--- src/assert_macros.svh ---
// Assertion macros shared by the mipmap downsampler RTL.
// Depends on nothing; files that assert include it by name.
`ifndef ASSERT_MACROS_SVH
`define ASSERT_MACROS_SVH
`ifndef SYNTHESIS
// Same-cycle implication, disabled while reset is asserted.
`define MBD_ASSERT_IMP(lbl, clk, rst_n, ante, cons) \
  lbl: assert property (@(posedge clk) disable iff (!rst_n) (ante) |-> (cons)) \
    else $error("mbd: assertion failed");
// Next-cycle implication, disabled while reset is asserted.
`define MBD_ASSERT_NXT(lbl, clk, rst_n, ante, cons) \
  lbl: assert property (@(posedge clk) disable iff (!rst_n) (ante) |=> (cons)) \
    else $error("mbd: assertion failed");
`else
`define MBD_ASSERT_IMP(lbl, clk, rst_n, ante, cons)
`define MBD_ASSERT_NXT(lbl, clk, rst_n, ante, cons)
`endif
`endif

--- src/mbd_pkg.sv ---
// Types and constants of the mipmap box downsampler.
// No dependencies; every other file but assert_macros.svh imports it.
package mbd_pkg;

  localparam int CH_W       = 8;   // one channel sample
  localparam int NUM_CH     = 4;   // channel lanes per pixel
  localparam int SUM_W      = 9;   // horizontal pair sum of one channel
  localparam int CFG_IDX_W  = 2;
  localparam int CFG_DATA_W = 12;

  typedef logic [NUM_CH-1:0][CH_W-1:0]  pix_t;
  typedef logic [NUM_CH-1:0][SUM_W-1:0] pair_sum_t;

  // Configuration register indexes
  typedef enum logic [CFG_IDX_W-1:0] {
    CFG_SRC_WIDTH     = 2'd0,
    CFG_SRC_HEIGHT    = 2'd1,
    CFG_CHANNEL_COUNT = 2'd2
  } cfg_reg_t;

  // Status of the result stage between front end and output stage
  typedef struct packed {
    logic valid;
    logic last;
  } stage_ctl_t;

endpackage

--- src/mbd_out_stage.sv ---
// Output stage: adds the line above to the pair below, divides by four, and
// holds the result in the output register. Depends on mbd_pkg, assert_macros.svh.
`include "assert_macros.svh"
module mbd_out_stage import mbd_pkg::*; (
  input  logic       clk,
  input  logic       rst_n,
  input  stage_ctl_t s1_ctl,
  input  pair_sum_t  s1_below,
  input  pair_sum_t  above,
  output logic       adv,
  output logic       out_valid,
  input  logic       out_ready,
  output pix_t       out_pix,
  output logic       out_last
);

  logic                     out_valid_r, out_valid_nxt;
  pix_t                     out_pix_r, avg;
  logic                     out_last_r;
  logic [NUM_CH-1:0][SUM_W:0] tot;

  assign adv = !out_valid_r || out_ready;

  // Four-sample sum per lane, truncating divide by four
  always_comb begin
    for (int c = 0; c < NUM_CH; c++) begin
      tot[c] = {1'b0, above[c]} + {1'b0, s1_below[c]};
      avg[c] = tot[c][SUM_W:2];
    end
  end

  always_comb begin
    out_valid_nxt = out_valid_r;
    if (adv) begin
      out_valid_nxt = s1_ctl.valid;
    end
  end

  always_ff @(posedge clk) begin
    if (!rst_n) begin
      out_valid_r <= 1'b0;
    end else begin
      out_valid_r <= out_valid_nxt;
    end
  end

  // Output payload, loaded when the stage moves up
  always_ff @(posedge clk) begin
    if (adv && s1_ctl.valid) begin
      out_pix_r  <= avg;
      out_last_r <= s1_ctl.last;
    end
  end

  assign out_valid = out_valid_r;
  assign out_pix   = out_pix_r;
  assign out_last  = out_last_r;

  `MBD_ASSERT_NXT(a_out_load, clk, rst_n, adv && s1_ctl.valid, out_valid_r)
  `MBD_ASSERT_NXT(a_out_drain, clk, rst_n, adv && !s1_ctl.valid, !out_valid_r)

endmodule

--- config.mk ---
export PLATFORM = sky130hd
export DESIGN_NAME = mbd_out_stage
export DESIGN_NICKNAME = d
export VERILOG_FILES = /design/src/mbd_pkg.sv /design/src/mbd_out_stage.sv
export VERILOG_INCLUDE_DIRS = /design/src /design/src/src
export SDC_FILE = /design/constraint.sdc
export NUM_CORES = 1
export LEC_CHECK = 0
export BUFFER_PORTS_ARGS = -buffer_cell sky130_fd_sc_hd__buf_2
export CAP_MARGIN = 20
export CORE_MARGIN = 2
export CORE_UTILIZATION = 46
export DETAILED_ROUTE_END_ITERATION = 7
export PLACE_DENSITY = 0.81
export SLEW_MARGIN = 20
export SYNTH_ARGS = -nofsm -noshare
export SYNTH_HDL_FRONTEND = slang
export SYNTH_SLANG_ARGS = --single-unit
--- constraint.sdc ---
create_clock -name clk -period 2.05 [get_ports clk]
set_clock_uncertainty 0.05 [all_clocks]
set_input_delay 0.205 -clock clk [delete_from_list [all_inputs] [get_ports clk]]
set_output_delay 0.205 -clock clk [all_outputs]
set_load 0.05 [all_outputs]
After elaboration in Yosys (flattened, before gate mapping)
Index checks and enable logic that the tools add are counted.

cells by class
  add/sub/neg operators = 4
  reduce and logical (&&, ||, !) cells = 3

operator list
  kind                                     count
  9-bit by 9-bit adder with 10-bit output  4
  1-bit logical AND                        1
  1-bit zero test                          1
  1-bit logical OR                         1

word-level totals
  output and inout port bits = 35
  logic and storage cells = 13
  register bits = 34
  input port bits = 77

Depth between registers and ports, before layout
  word-level depth = 3
  depth in mapped cells = 5

Worst setup path after synthesis
OpenSTA, ideal clock, no wires.

  kind = reg-to-reg
  from = register out_valid_r (netlist: out_valid)
  to = register out_last_r (netlist: out_last), enable pin
  library setup time = 0.393 ns
  slack = -0.255 ns
  data arrival time = 1.862 ns
  cell stages (with the launch flop) = 3
  cells stage by stage = dfxtp_1 -> nand2b_1 -> and2_1

between the ends
  longest elaborated chain between the ends = 3

ends and longest elaborated chain
  element                 line                 source
  from (decl)             mbd_out_stage.sv:17  logic out_valid_r, out_valid_nxt;
  from (signal assigned)  mbd_out_stage.sv:43  out_valid_r <= out_valid_nxt;
  1-bit zero test         mbd_out_stage.sv:22  assign adv = !out_valid_r || out_ready;
  1-bit logical OR        mbd_out_stage.sv:22
  net adv                 mbd_out_stage.sv:10  output logic adv,
  1-bit logical AND       mbd_out_stage.sv:49  if (adv && s1_ctl.valid) begin
  to (signal assigned)    mbd_out_stage.sv:51  out_last_r <= s1_ctl.last;
  to (decl)               mbd_out_stage.sv:19  logic out_last_r;

The timed path passes the listed nets, and every way through them passes these cells.
A chain may end at the register's enable or synchronous reset.

==> results.json <==
{
  "hold_buffers": 0,
  "cts-root-buf": "clkbuf_8",
  "max_freq_mhz": 618,
  "grt_max_degree": 18,
  "cts_buffers": 5,
  "fp.dieH_um": 73.1,
  "grt.total_usage_pct": 16.2,
  "drtAntennaViolNets": 0,
  "cts.path.max_buffers": 2,
  "grt.met2_usage_pct": 29.3,
  "synthesis.area_um2": 2200,
  "final_layout_size_suffix_gt1_share_pct": 41.8,
  "synth_edf_count": 33,
  "setup_ws_ns": 0.432,
  "period_minus_slack_ns": 1.62,
  "num_vias": 1859,
  "ys_async_sr_fraction_pct": 0,
  "area_growth_pct": 34.2,
  "critical_path_arrival_ns": 1.60,
  "drt_iter0_markers": 46,
  "cts_setup_buffers": 0,
  "crit_type": "in -> reg",
  "finalCritPeriodShare_pct": 78.9,
  "crit_fanout": 5,
  "grtUsageMet1_pct": 18.8,
  "finalHoldViolCount": 0,
  "slew_violations": 0,
  "yosysTopAreaCell": "edfxtp_1",
  "fp.dieW_um": 73.1,
  "syn-num-nets": 288,
  "peakVddDrop_uv": 269,
  "top_usage_layer": "met2",
  "endpoint_kind": "flip-flop",
  "place_congestion": 0.820,
  "routed_wl_mm": 4.39,
  "firstDrtPassIters": 4,
  "dp_hpwl_mm": 3.69,
  "yosysTopAreaCellShare_pct": 45.1,
  "cts_resized": 0,
  "setup_violations": 0,
  "rsz0062_at_grt": "false",
  "ys_types": 30,
  "status": "completed",
  "yosysSeqAreaShare_pct": 46.0,
  "cp-start-kind": "input port",
  "avgSynthCellArea_um2": 12.3,
  "ys_warn_count": 0,
  "worstPathRequired_ns": 2.04,
  "synth-seq-cells": 34,
  "fin_tns_setup_ns": 0,
  "clkLatencyLatePin_ns": 0.28,
  "insertedDiodeCount": 0,
  "drc": 0,
  "post_drt_wl_per_cell_um": 12.4,
  "leakage_nw": 1.44,
  "num_io_pins": 112,
  "max_cap_violations": 0,
  "cts_num_sinks": 34,
  "grt_pass1_vias": 1654,
  "dp_slack_ns": 0.162,
  "min_path_type": "in -> reg",
  "yosysMostFrequentCell": "edfxtp_1",
  "rows": 25,
  "clk_pin_slew_ns": 0.07,
  "synth_flop_cell": "edfxtp_1",
  "start_util_pct": 47.1,
  "via_per_inst": 5.27,
  "slew_headroom_pct": 72.4,
  "grt_pass1_wl_mm": 6.78,
  "htree_levels": 2,
  "powerDensity_nw_per_um2": 784,
  "synthCells": 179,
  "port_buffers": 111,
  "overflow": 0,
  "die-area_um2": 5340,
  "antenna_found_initial": 0,
  "core_area_um2": 4660,
  "worst_pin_slew_ns": 0.413,
  "ys_top_cells_by_area": "edfxtp_1 45%, ha_1 18%, xnor2_1 6.4%, a21o_1 4.1%, a21oi_1 3.2%",
  "yosys-top-cells-count": "33 x edfxtp_1, 32 x ha_1, 16 x xnor2_1",
  "met3_usage_pct": 2.07,
  "cts_tree": "yes",
  "nNetsFinal": 407
}
## cell usage in the layout (no fill, tap or decap), types with 2 or more instances in the layout
master and instances:
buf_2 111, edfxtp_1 33, ha_1 32, xnor2_1 16, a21oi_1 14, a21o_1 12
nor2_1 11, nand2_1 7, xor2_1 7, clkbuf_8 5, and3_1 4, a221oi_1 4
a31oi_1 4, inv_1 4, nand4_1 3, a22o_1 3, a211o_1 3, o211ai_1 3
nand2b_1 3, and3_2 2, o21bai_1 2, nor3_2 2, clkbuf_1 2
## power by group
| part | leakage [nW] | switching [mW] | internal (mW) |
|---|---|---|---|
| clock network | 0.0524 | 0.222 | 0.363 |
| logic | 1.06 | 0.543 | 0.283 |
| registers | 0.328 | 0.0177 | 0.881 |
| total | 1.44 | 0.782 | 1.53 |
## metrics by stage
step	cell area [µm²]	cells	total power, mW	util, %	hold slack [ns]
final	2950	353	2.31	63.2	0.0490
after global routing	2950	353	2.42	63.2	0.0354
after CTS	2950	353	2.33	63.2	0.0378
after detailed placement	2840	345	1.74	60.9	0.335
after global placement	2840	345	1.72	60.9	0.334
after floorplan	2200	179	1.53	-	0.254
## critical path, stage by stage
cell and delay, ns:
buf_2 0.10, ha_1 0.35, and3_1 0.23, a22o_1 0.23
a211o_1 0.31, a21o_1 0.19
## worst paths after layout
kind,from,endpoint,slack (ns),cells past startpoint
worst min-delay path,s1_ctl[0],out_last,0.05,1
worst min register to register,out_valid,out_valid,0.47,2
worst max-delay path,s1_below[5],out_pix[7],0.43,6
worst max register to register,out_valid,out_pix[16],0.68,3
## metal layers
layer / vias to the layer above / wire length [µm]
li1: 934 / -
met1: 861 / 1760
met2: 55 / 2330
met3: 9 / 210
met4: 0 / 87
met5: - / 0
## registers in the layout, indices dropped and copies added, names as in the netlist
register	count
out_last	1
out_valid	1
out_pix	32
## kinds of logic (layout without fill, tap and decap cells)
| logic type | Yosys count | count (layout) | synth area share (%) |
|---|---|---|---|
| flip-flops | 34 | 34 | 46.0 |
| AO/OA/AOI/OAI | 50 | 50 | 17.2 |
| buffers and inverters | 4 | 124 | 0.684 |
| AND/OR/NAND/NOR | 36 | 36 | 8.72 |
| adder cells (fa/ha/maj) | 32 | 32 | 18.2 |
| XOR/XNOR | 23 | 23 | 9.17 |
## area by class of cell
type | instances | area (µm²)
repair buffers | 112 | 576
clock buffers | 7 | 76.3
flip-flops and latches | 34 | 1010
clock inverters | 1 | 30.0
inverters | 4 | 15.0
fillers | 392 | 1710
multi-input cells | 141 | 1170
well taps | 54 | 67.6
Note: power is estimated with default switching activity, not from simulation.
