**src/assert_macros.svh**
```systemverilog
// Assertion macros shared by the mipmap downsampler RTL.
// Depends on nothing; files that assert include it by name.
`ifndef ASSERT_MACROS_SVH
`define ASSERT_MACROS_SVH
`ifndef SYNTHESIS
// Same-cycle implication, disabled while reset is asserted.
`define MBD_ASSERT_IMP(lbl, clk, rst_n, ante, cons) \
  lbl: assert property (@(posedge clk) disable iff (!rst_n) (ante) |-> (cons)) \
    else $error("mbd: assertion failed");
// Next-cycle implication, disabled while reset is asserted.
`define MBD_ASSERT_NXT(lbl, clk, rst_n, ante, cons) \
  lbl: assert property (@(posedge clk) disable iff (!rst_n) (ante) |=> (cons)) \
    else $error("mbd: assertion failed");
`else
`define MBD_ASSERT_IMP(lbl, clk, rst_n, ante, cons)
`define MBD_ASSERT_NXT(lbl, clk, rst_n, ante, cons)
`endif
`endif

```
**src/mbd_pkg.sv**
```systemverilog
// Types and constants of the mipmap box downsampler.
// No dependencies; every other file but assert_macros.svh imports it.
package mbd_pkg;

  localparam int CH_W       = 8;   // one channel sample
  localparam int NUM_CH     = 4;   // channel lanes per pixel
  localparam int SUM_W      = 9;   // horizontal pair sum of one channel
  localparam int CFG_IDX_W  = 2;
  localparam int CFG_DATA_W = 12;

  typedef logic [NUM_CH-1:0][CH_W-1:0]  pix_t;
  typedef logic [NUM_CH-1:0][SUM_W-1:0] pair_sum_t;

  // Configuration register indexes
  typedef enum logic [CFG_IDX_W-1:0] {
    CFG_SRC_WIDTH     = 2'd0,
    CFG_SRC_HEIGHT    = 2'd1,
    CFG_CHANNEL_COUNT = 2'd2
  } cfg_reg_t;

  // Status of the result stage between front end and output stage
  typedef struct packed {
    logic valid;
    logic last;
  } stage_ctl_t;

endpackage

```
**src/mbd_front.sv**
```systemverilog
// Front end: raster position, channel masking, pair sums and line store access.
// Depends on mbd_pkg and assert_macros.svh.
`include "assert_macros.svh"
module mbd_front import mbd_pkg::*; #(
  parameter int MAX_WIDTH  = 2048,
  parameter int MAX_HEIGHT = 2048,
  parameter int WW = $clog2(MAX_WIDTH + 1),
  parameter int HW = $clog2(MAX_HEIGHT + 1),
  parameter int AW = 10
) (
  input  logic              clk,
  input  logic              rst_n,
  // effective configuration
  input  logic [WW-1:0]     w_eff,
  input  logic [HW-1:0]     h_eff,
  input  logic [NUM_CH-1:0] ch_en,
  // pixel input
  input  logic              in_valid,
  output logic              in_ready,
  input  pix_t              in_pix,
  // line store
  output logic              ls_wr_en,
  output logic [AW-1:0]     ls_wr_addr,
  output pair_sum_t         ls_wr_data,
  output logic              ls_rd_en,
  output logic [AW-1:0]     ls_rd_addr,
  // result stage towards the output register
  input  logic              adv,
  output stage_ctl_t        s1_ctl,
  output pair_sum_t         s1_below
);

  localparam int CW = $clog2(MAX_WIDTH);
  localparam int RW = $clog2(MAX_HEIGHT);

  logic [CW-1:0] col_r, col_nxt;
  logic [RW-1:0] row_r, row_nxt;
  pix_t          hold_r;
  stage_ctl_t    s1_r, s1_nxt;
  pair_sum_t     below_r;

  logic [WW-1:0] col_ext, col_inc, w_even;
  logic [HW-1:0] row_ext, row_inc, h_even;
  logic          acc, active, produce, pair_end, is_last;
  pix_t          pix;
  pair_sum_t     sums;

  assign acc      = in_valid && in_ready;
  assign in_ready = !s1_r.valid || adv;

  // Position compare and wrap
  always_comb begin
    col_ext = WW'(col_r);
    row_ext = HW'(row_r);
    col_inc = col_ext + WW'(1);
    row_inc = row_ext + HW'(1);
    w_even  = {w_eff[WW-1:1], 1'b0};
    h_even  = {h_eff[HW-1:1], 1'b0};
    active  = (col_ext < w_eff) && (row_ext < h_eff);
    if (col_inc >= w_eff) begin
      col_nxt = '0;
      row_nxt = (row_inc >= h_eff) ? '0 : RW'(row_inc);
    end else begin
      col_nxt = CW'(col_inc);
      row_nxt = row_r;
    end
  end

  // Unused channels read as zero; horizontal pair sums per lane
  always_comb begin
    for (int c = 0; c < NUM_CH; c++) begin
      pix[c]  = ch_en[c] ? in_pix[c] : '0;
      sums[c] = {1'b0, hold_r[c]} + {1'b0, pix[c]};
    end
  end

  assign pair_end = active && col_r[0];
  assign produce  = acc && pair_end && row_r[0];
  assign is_last  = (col_ext == w_even - WW'(1)) && (row_ext == h_even - HW'(1));

  // Even rows write the line store, odd rows read the entry above.
  // An entry is written at least two transfers before it is read: no forwarding.
  assign ls_wr_en   = acc && pair_end && !row_r[0];
  assign ls_wr_addr = AW'(col_r >> 1);
  assign ls_wr_data = sums;
  assign ls_rd_en   = produce;
  assign ls_rd_addr = AW'(col_r >> 1);

  // Result stage: loaded on a producing transfer, emptied when taken
  always_comb begin
    s1_nxt = s1_r;
    if (produce) begin
      s1_nxt.valid = 1'b1;
      s1_nxt.last  = is_last;
    end else if (adv) begin
      s1_nxt.valid = 1'b0;
    end
  end

  // Control state
  always_ff @(posedge clk) begin
    if (!rst_n) begin
      col_r  <= '0;
      row_r  <= '0;
      hold_r <= '0;
      s1_r   <= '0;
    end else begin
      s1_r <= s1_nxt;
      if (acc) begin
        col_r <= col_nxt;
        row_r <= row_nxt;
        if (active && !col_r[0]) begin
          hold_r <= pix;
        end
      end
    end
  end

  // Payload of the result stage
  always_ff @(posedge clk) begin
    if (produce) begin
      below_r <= sums;
    end
  end

  assign s1_ctl   = s1_r;
  assign s1_below = below_r;

  `MBD_ASSERT_NXT(a_s1_load, clk, rst_n, produce, s1_r.valid)
  `MBD_ASSERT_NXT(a_s1_hold, clk, rst_n, s1_r.valid && !adv,
                  s1_r.valid && $stable(s1_r.last) && $stable(below_r))
  `MBD_ASSERT_IMP(a_ls_excl, clk, rst_n, ls_rd_en, !ls_wr_en)

endmodule

```
**config.mk**
```make
export PLATFORM = sky130hd
export DESIGN_NAME = mbd_front
export DESIGN_NICKNAME = d
export VERILOG_FILES = /design/src/mbd_pkg.sv /design/src/mbd_front.sv
export VERILOG_INCLUDE_DIRS = /design/src /design/src/src
export SDC_FILE = /design/constraint.sdc
export NUM_CORES = 1
export LEC_CHECK = 0
export ABC_AREA = 1
export BUFFER_PORTS_ARGS = -buffer_cell sky130_fd_sc_hd__buf_2
export CORE_UTILIZATION = 57
export CTS_BUF_LIST = sky130_fd_sc_hd__clkbuf_2 sky130_fd_sc_hd__clkbuf_4 sky130_fd_sc_hd__clkbuf_8
export DETAILED_ROUTE_END_ITERATION = 12
export PLACE_DENSITY = 0.84
export SETUP_SLACK_MARGIN = 0.2
export SYNTH_ARGS = -nofsm -noshare
export SYNTH_HDL_FRONTEND = slang
export SYNTH_SLANG_ARGS = --single-unit
```
**constraint.sdc**
```tcl
create_clock -name clk -period 3.7 [get_ports clk]
set_input_delay 0.185 -clock clk [delete_from_list [all_inputs] [get_ports clk]]
set_output_delay 0.185 -clock clk [all_outputs]
set_load 0.03 [all_outputs]
```
After elaboration in Yosys (flattened, before gate mapping) --
Index checks and enable logic that the tools add are counted.
Storage, ports and cells: output and inout port bits 97, bits of input ports 64, register bits 92
Operators by class: muxes and demuxes 8, magnitude comparators 4, reductions and logical operators 15, add/sub/neg operators 8, equal/unequal tests 2
Operator list (count):
- adder 8 x 8 -> 9 bit | 4
- two-way mux 8 bit | 4
- adder 11 x 1 -> 12 bit, second input constant | 2
- equality test 11 x 12 -> 1 bit | 2
- >= comparator 12 bit | 2
- < comparator 11 x 12 -> 1 bit | 2
- subtractor 12 x 1 -> 12 bit, second input constant | 2
- two-way mux 11 bit | 2
- logical AND 1 bit | 8
- AND reduction 2 bit | 2
- logical NOT 1 bit | 3
- two-way mux 1 bit | 2
- nonzero test 2 bit | 1
- logical OR 1 bit | 1

Depth between registers and ports, before layout --
depth in word-level cells 6, mapped depth 17

Worst setup path before layout --
Ideal clock, no wire load.
path kind flip-flop to flip-flop, start register col_r[7], end register below_r, in the netlist s1_below[0] (enable), period minus slack after synthesis 2794 ps, library setup time 401 ps, path buffers 1, setup slack 906 ps, arrival 2393 ps, cell stages (with the launch flop) 11, cells stage by stage dfxtp_1 > ha_1 > nand2_1 > nor2_1 > and2_1 > nand2_1 > nand3_2 > nor2_4 > buf_6 > nand3_2 > inv_1
On the way: longest elaborated chain between the ends 5
Ends and longest elaborated chain:
- from (decl) | RTL line mbd_front.sv:36 | logic [CW-1:0] col_r, col_nxt;
- from (signal assigned) | RTL line mbd_front.sv:110 | col_r <= col_nxt;
- < comparator 11 x 12 -> 1 bit | RTL line mbd_front.sv:59 | active = (col_ext < w_eff) && (row_ext < h_eff);
- logical AND 1 bit | RTL line mbd_front.sv:59
- logical AND 1 bit | RTL line mbd_front.sv:77 | assign pair_end = active && col_r[0];
- logical AND 1 bit (2 in a row) | RTL line mbd_front.sv:78 | assign produce = acc && pair_end && row_r[0];
- net ls_rd_en | RTL line mbd_front.sv:25 | output logic ls_rd_en,
- to (signal assigned) | RTL line mbd_front.sv:122 | below_r <= sums;
- to (decl) | RTL line mbd_front.sv:40 | pair_sum_t below_r;
The timed path passes the listed nets, and every way through them passes these cells. A chain may end at the register's enable or synchronous reset.

Worst setup path after layout --
start register col_r[0], end register row_r[10]
On the way: longest elaborated chain between the ends 3
Ends and longest elaborated chain:
- adder 11 x 1 -> 12 bit | RTL line mbd_front.sv:55 | col_inc = col_ext + WW'(1);
- >= comparator 12 bit | RTL line mbd_front.sv:60 | if (col_inc >= w_eff) begin
- AND reduction 2 bit (no source line)
- to (signal assigned) | RTL line mbd_front.sv:111 | row_r <= row_nxt;
- to (decl) | RTL line mbd_front.sv:37 | logic [RW-1:0] row_r, row_nxt;
Every way passes these cells.

==> results.sh <==
export IMPL_status="finished clean"
export IMPL_yosysMostFrequentCell="nand2_1"
export IMPL_ant_nets=0
export IMPL_post_route_util_pct=66.1
export IMPL_finalWorstSetupSlack_ps=499
export IMPL_area_delta_synth_final_pct=13.3
export IMPL_wl_per_cell_microns=12.8
export IMPL_ir_drop_mv=0.232
export IMPL_slowest_stage="dfxtp_1"
export IMPL_crit_fanout=13
export IMPL_cp_start_kind="register"
export IMPL_dpl_cell_area_sq_mm=0.00777
export IMPL_yosys_area_top_type="dfxtp_1"
export IMPL_grt_pass1_wl_mm=26.4
export IMPL_synth_distinct_cells=35
export IMPL_cts_tree="yes"
export IMPL_tns_ps=0
export IMPL_die_area_sq_mm=0.0127
export IMPL_initial_core_util_pct=58.3
export IMPL_hold_slack_ps=155
export IMPL_grt_start_max_net_pins=37
export IMPL_final_area_sq_mm=0.00794
export IMPL_rows=40
export IMPL_n_antenna_cell=0
export IMPL_cpPeakStageDelay_ps=480
export IMPL_cts_sinks=92
export IMPL_end_kind="register"
export IMPL_clock_skew_ps=14.8
export IMPL_cp_common_cell="nand2_1"
export IMPL_criticalPathCategory="reg -> reg"
export IMPL_grt_antenna_before_repair=0
export IMPL_worstMarginPinSlew_ps=572
export IMPL_synthCells=961
export IMPL_syn_avg_cell_area_sq_um=7.29
export IMPL_cts_root_buf="clkbuf_8"
export IMPL_ys_top_cells_by_count="227 x nand2_1, 146 x inv_1, 83 x a21oi_1"
export IMPL_whs_path_depth=4
export IMPL_slew_viol_final=0
export IMPL_post_place_ws_ps=574
export IMPL_synth_edf_count=36
export IMPL_final_nets=1245
export IMPL_netlist_area_leader_share_pct=16.0
export IMPL_wl_mm=16.0
export IMPL_synthArstFlopShare_pct=0
export IMPL_reg2regPathDepth=16
export IMPL_grt_pass1_vias=5894
export IMPL_grtUsageTotal_pct=25.5
export IMPL_period_needed_ps=3200
export IMPL_arrival_ps=3470
export IMPL_cts_resized=0
export IMPL_drc_errors=0
export IMPL_nFillCells=1085
export IMPL_p_leak_uw=0.00434
export IMPL_ys_ff_latch=92
export IMPL_hold_viol=0
export IMPL_drt_initial_drc_count=309
export IMPL_reg2reg_slack_ps=500
export IMPL_place_gp_congestion=0.923
export IMPL_num_vias=6416
export IMPL_ios=161
export IMPL_port_buffer_count=160
export IMPL_synthesis_nets=1111
export IMPL_power_density_mw_per_mm2=287
export IMPL_fp_coreArea_sq_mm=0.0120
export IMPL_die_w_microns=113
export IMPL_cap_violations=0
export IMPL_crit_required_ps=3970
export IMPL_relSlewSlack_pct=61.6
export IMPL_seq_area_frac_synth_pct=31.4
export IMPL_worstPathCellList="ha_1 > nand3_1 > nor2_1 > nand2_1 > nor3_1 > xor2_1 > inv_1 > ha_1 > nand2_1 > nor2_1 > nand3_1 > nand4_1 > nand2_1 > inv_1 > nand2_1 > a21oi_2"
export IMPL_hold_buffers=0
export IMPL_vias_per_cell=5.15
export IMPL_chipHeight_microns=113
export IMPL_synth_area_top_cells="dfxtp_1 16%, edfxtp_1 15%, ha_1 15%"
export IMPL_yosys_most_used_dff="dfxtp_1"
export IMPL_drive_above_1_share_pct=18.2
export IMPL_grt_ovfl_total=0
export IMPL_cts_buffers=9
export IMPL_cts_buffer_depth=2
export IMPL_netlist_area_sq_mm=0.00700
export IMPL_fmax_mhz=312
export IMPL_postCtsSetupRepairBufs=0
export IMPL_cts_max_level=3
export IMPL_fin_crit_sh_pct=86.5
export IMPL_clkTransAtPathRegs_ps=90
export IMPL_ys_warn_count=0
export IMPL_clock_latency_ps=350
export IMPL_setup_viol=0
export IMPL_hpwlAfterDp_mm=12.9
export IMPL_drt_first_pass_iters=5
export IMPL_hold_path_class="in -> reg"
export IMPL_grt_setup_unrepaired="no"
==> per-stage QoR <==
| step | cells | power (uW) |
|---|---|---|
| floorplan | 961 | 1560 |
| global placement | 1231 | 1690 |
| detailed placement | 1231 | 1710 |
| CTS | 1247 | 2290 |
| global route | 1247 | 2410 |
| finish | 1247 | 2280 |
==> layout by cell type (no fill, tap or decap), drive strengths merged <==
| master | Yosys | routed |
|---|---|---|
| nand2 | 232 | 232 |
| buf | 33 | 164 |
| inv | 148 | 148 |
| a21oi | 85 | 85 |
| nor2 | 85 | 85 |
| ha | 82 | 82 |
| nand3 | 69 | 69 |
| dfxtp | 56 | 56 |
| o21ai | 42 | 42 |
| edfxtp | 36 | 36 |
| xor2 | 33 | 33 |
| xnor2 | 11 | 11 |
| nand4 | 9 | 9 |
| clkbuf | 8 | 9 |
| nor3 | 9 | 9 |
| o21bai | 6 | 6 |
| clkinv | 1 | 6 |
| o211ai | 4 | 4 |
| fa | 4 | 4 |
| o21a | 2 | 2 |
| a21o | 2 | 2 |
| nand3b | 2 | 2 |
| clkinvlp | 0 | 2 |
| and2 | 1 | 1 |
| nor4 | 1 | 1 |
==> cell type report <==
| cell class | instances | area, sq um | area share [%] |
|---|---|---|---|
| clock buffers | 9 | 124 | 1.56 |
| clock inverters | 7 | 43.8 | 0.552 |
| inverters | 149 | 559 | 7.05 |
| multi-input cells | 679 | 3980 | 50.1 |
| flip-flops and latches | 92 | 2200 | 27.8 |
| well taps | 147 | 184 | 2.32 |
| repair buffers | 164 | 843 | 10.6 |
==> cell families after synthesis <==
group / Yosys count / share of synthesized area, %
xor gates and xnor gates: 44 / 5.50
adders and majority gates: 86 / 15.8
and+or+nand+nor: 408 / 24.8
AOI/OAI and AO/OA: 141 / 10.7
DFF: 92 / 31.4
buffers and inverters: 190 / 11.8
==> state kept, by name (all words and copies together), names as in the netlist <==
signal / flops
col_r: 11
hold_r: 32
row_r: 11
s1_below: 36
s1_ctl: 2
==> critical path: cells and delay by family, from the launching register on <==
family	cells	cell delay (ps)
flops	1	480
compound gates	1	120
simple gates	10	1430
fa+ha+maj	2	510
buf+inv	2	400
xor+xnor	1	170
==> worst paths after layout <==
path / from / to
hold / removal: adv / s1_ctl[1]
setup / recovery: col_r[0] / row_r[10]
setup reg to reg: col_r[0] / row_r[10]
hold reg to reg: hold_r[18] / hold_r[18]
==> metal layers <==
layer  wire (microns)  part of all wire (%)  up-vias  track usage (%)
li1                 -                     -     3354                -
met1             7150                    45     2867             31.9
met2             7780                    49      177             45.8
met3              803                   5.0       18             3.86
met4              219                   1.4        0             6.67
met5                0                     0        -                0
==> power breakdown <==
part / switching, uW / internal [uW] / total [uW]
registers: 26.1 / 1080 / 1110
logic: 390 / 190 / 581
clock network: 350 / 240 / 589
(Power assumes the default switching activity.)
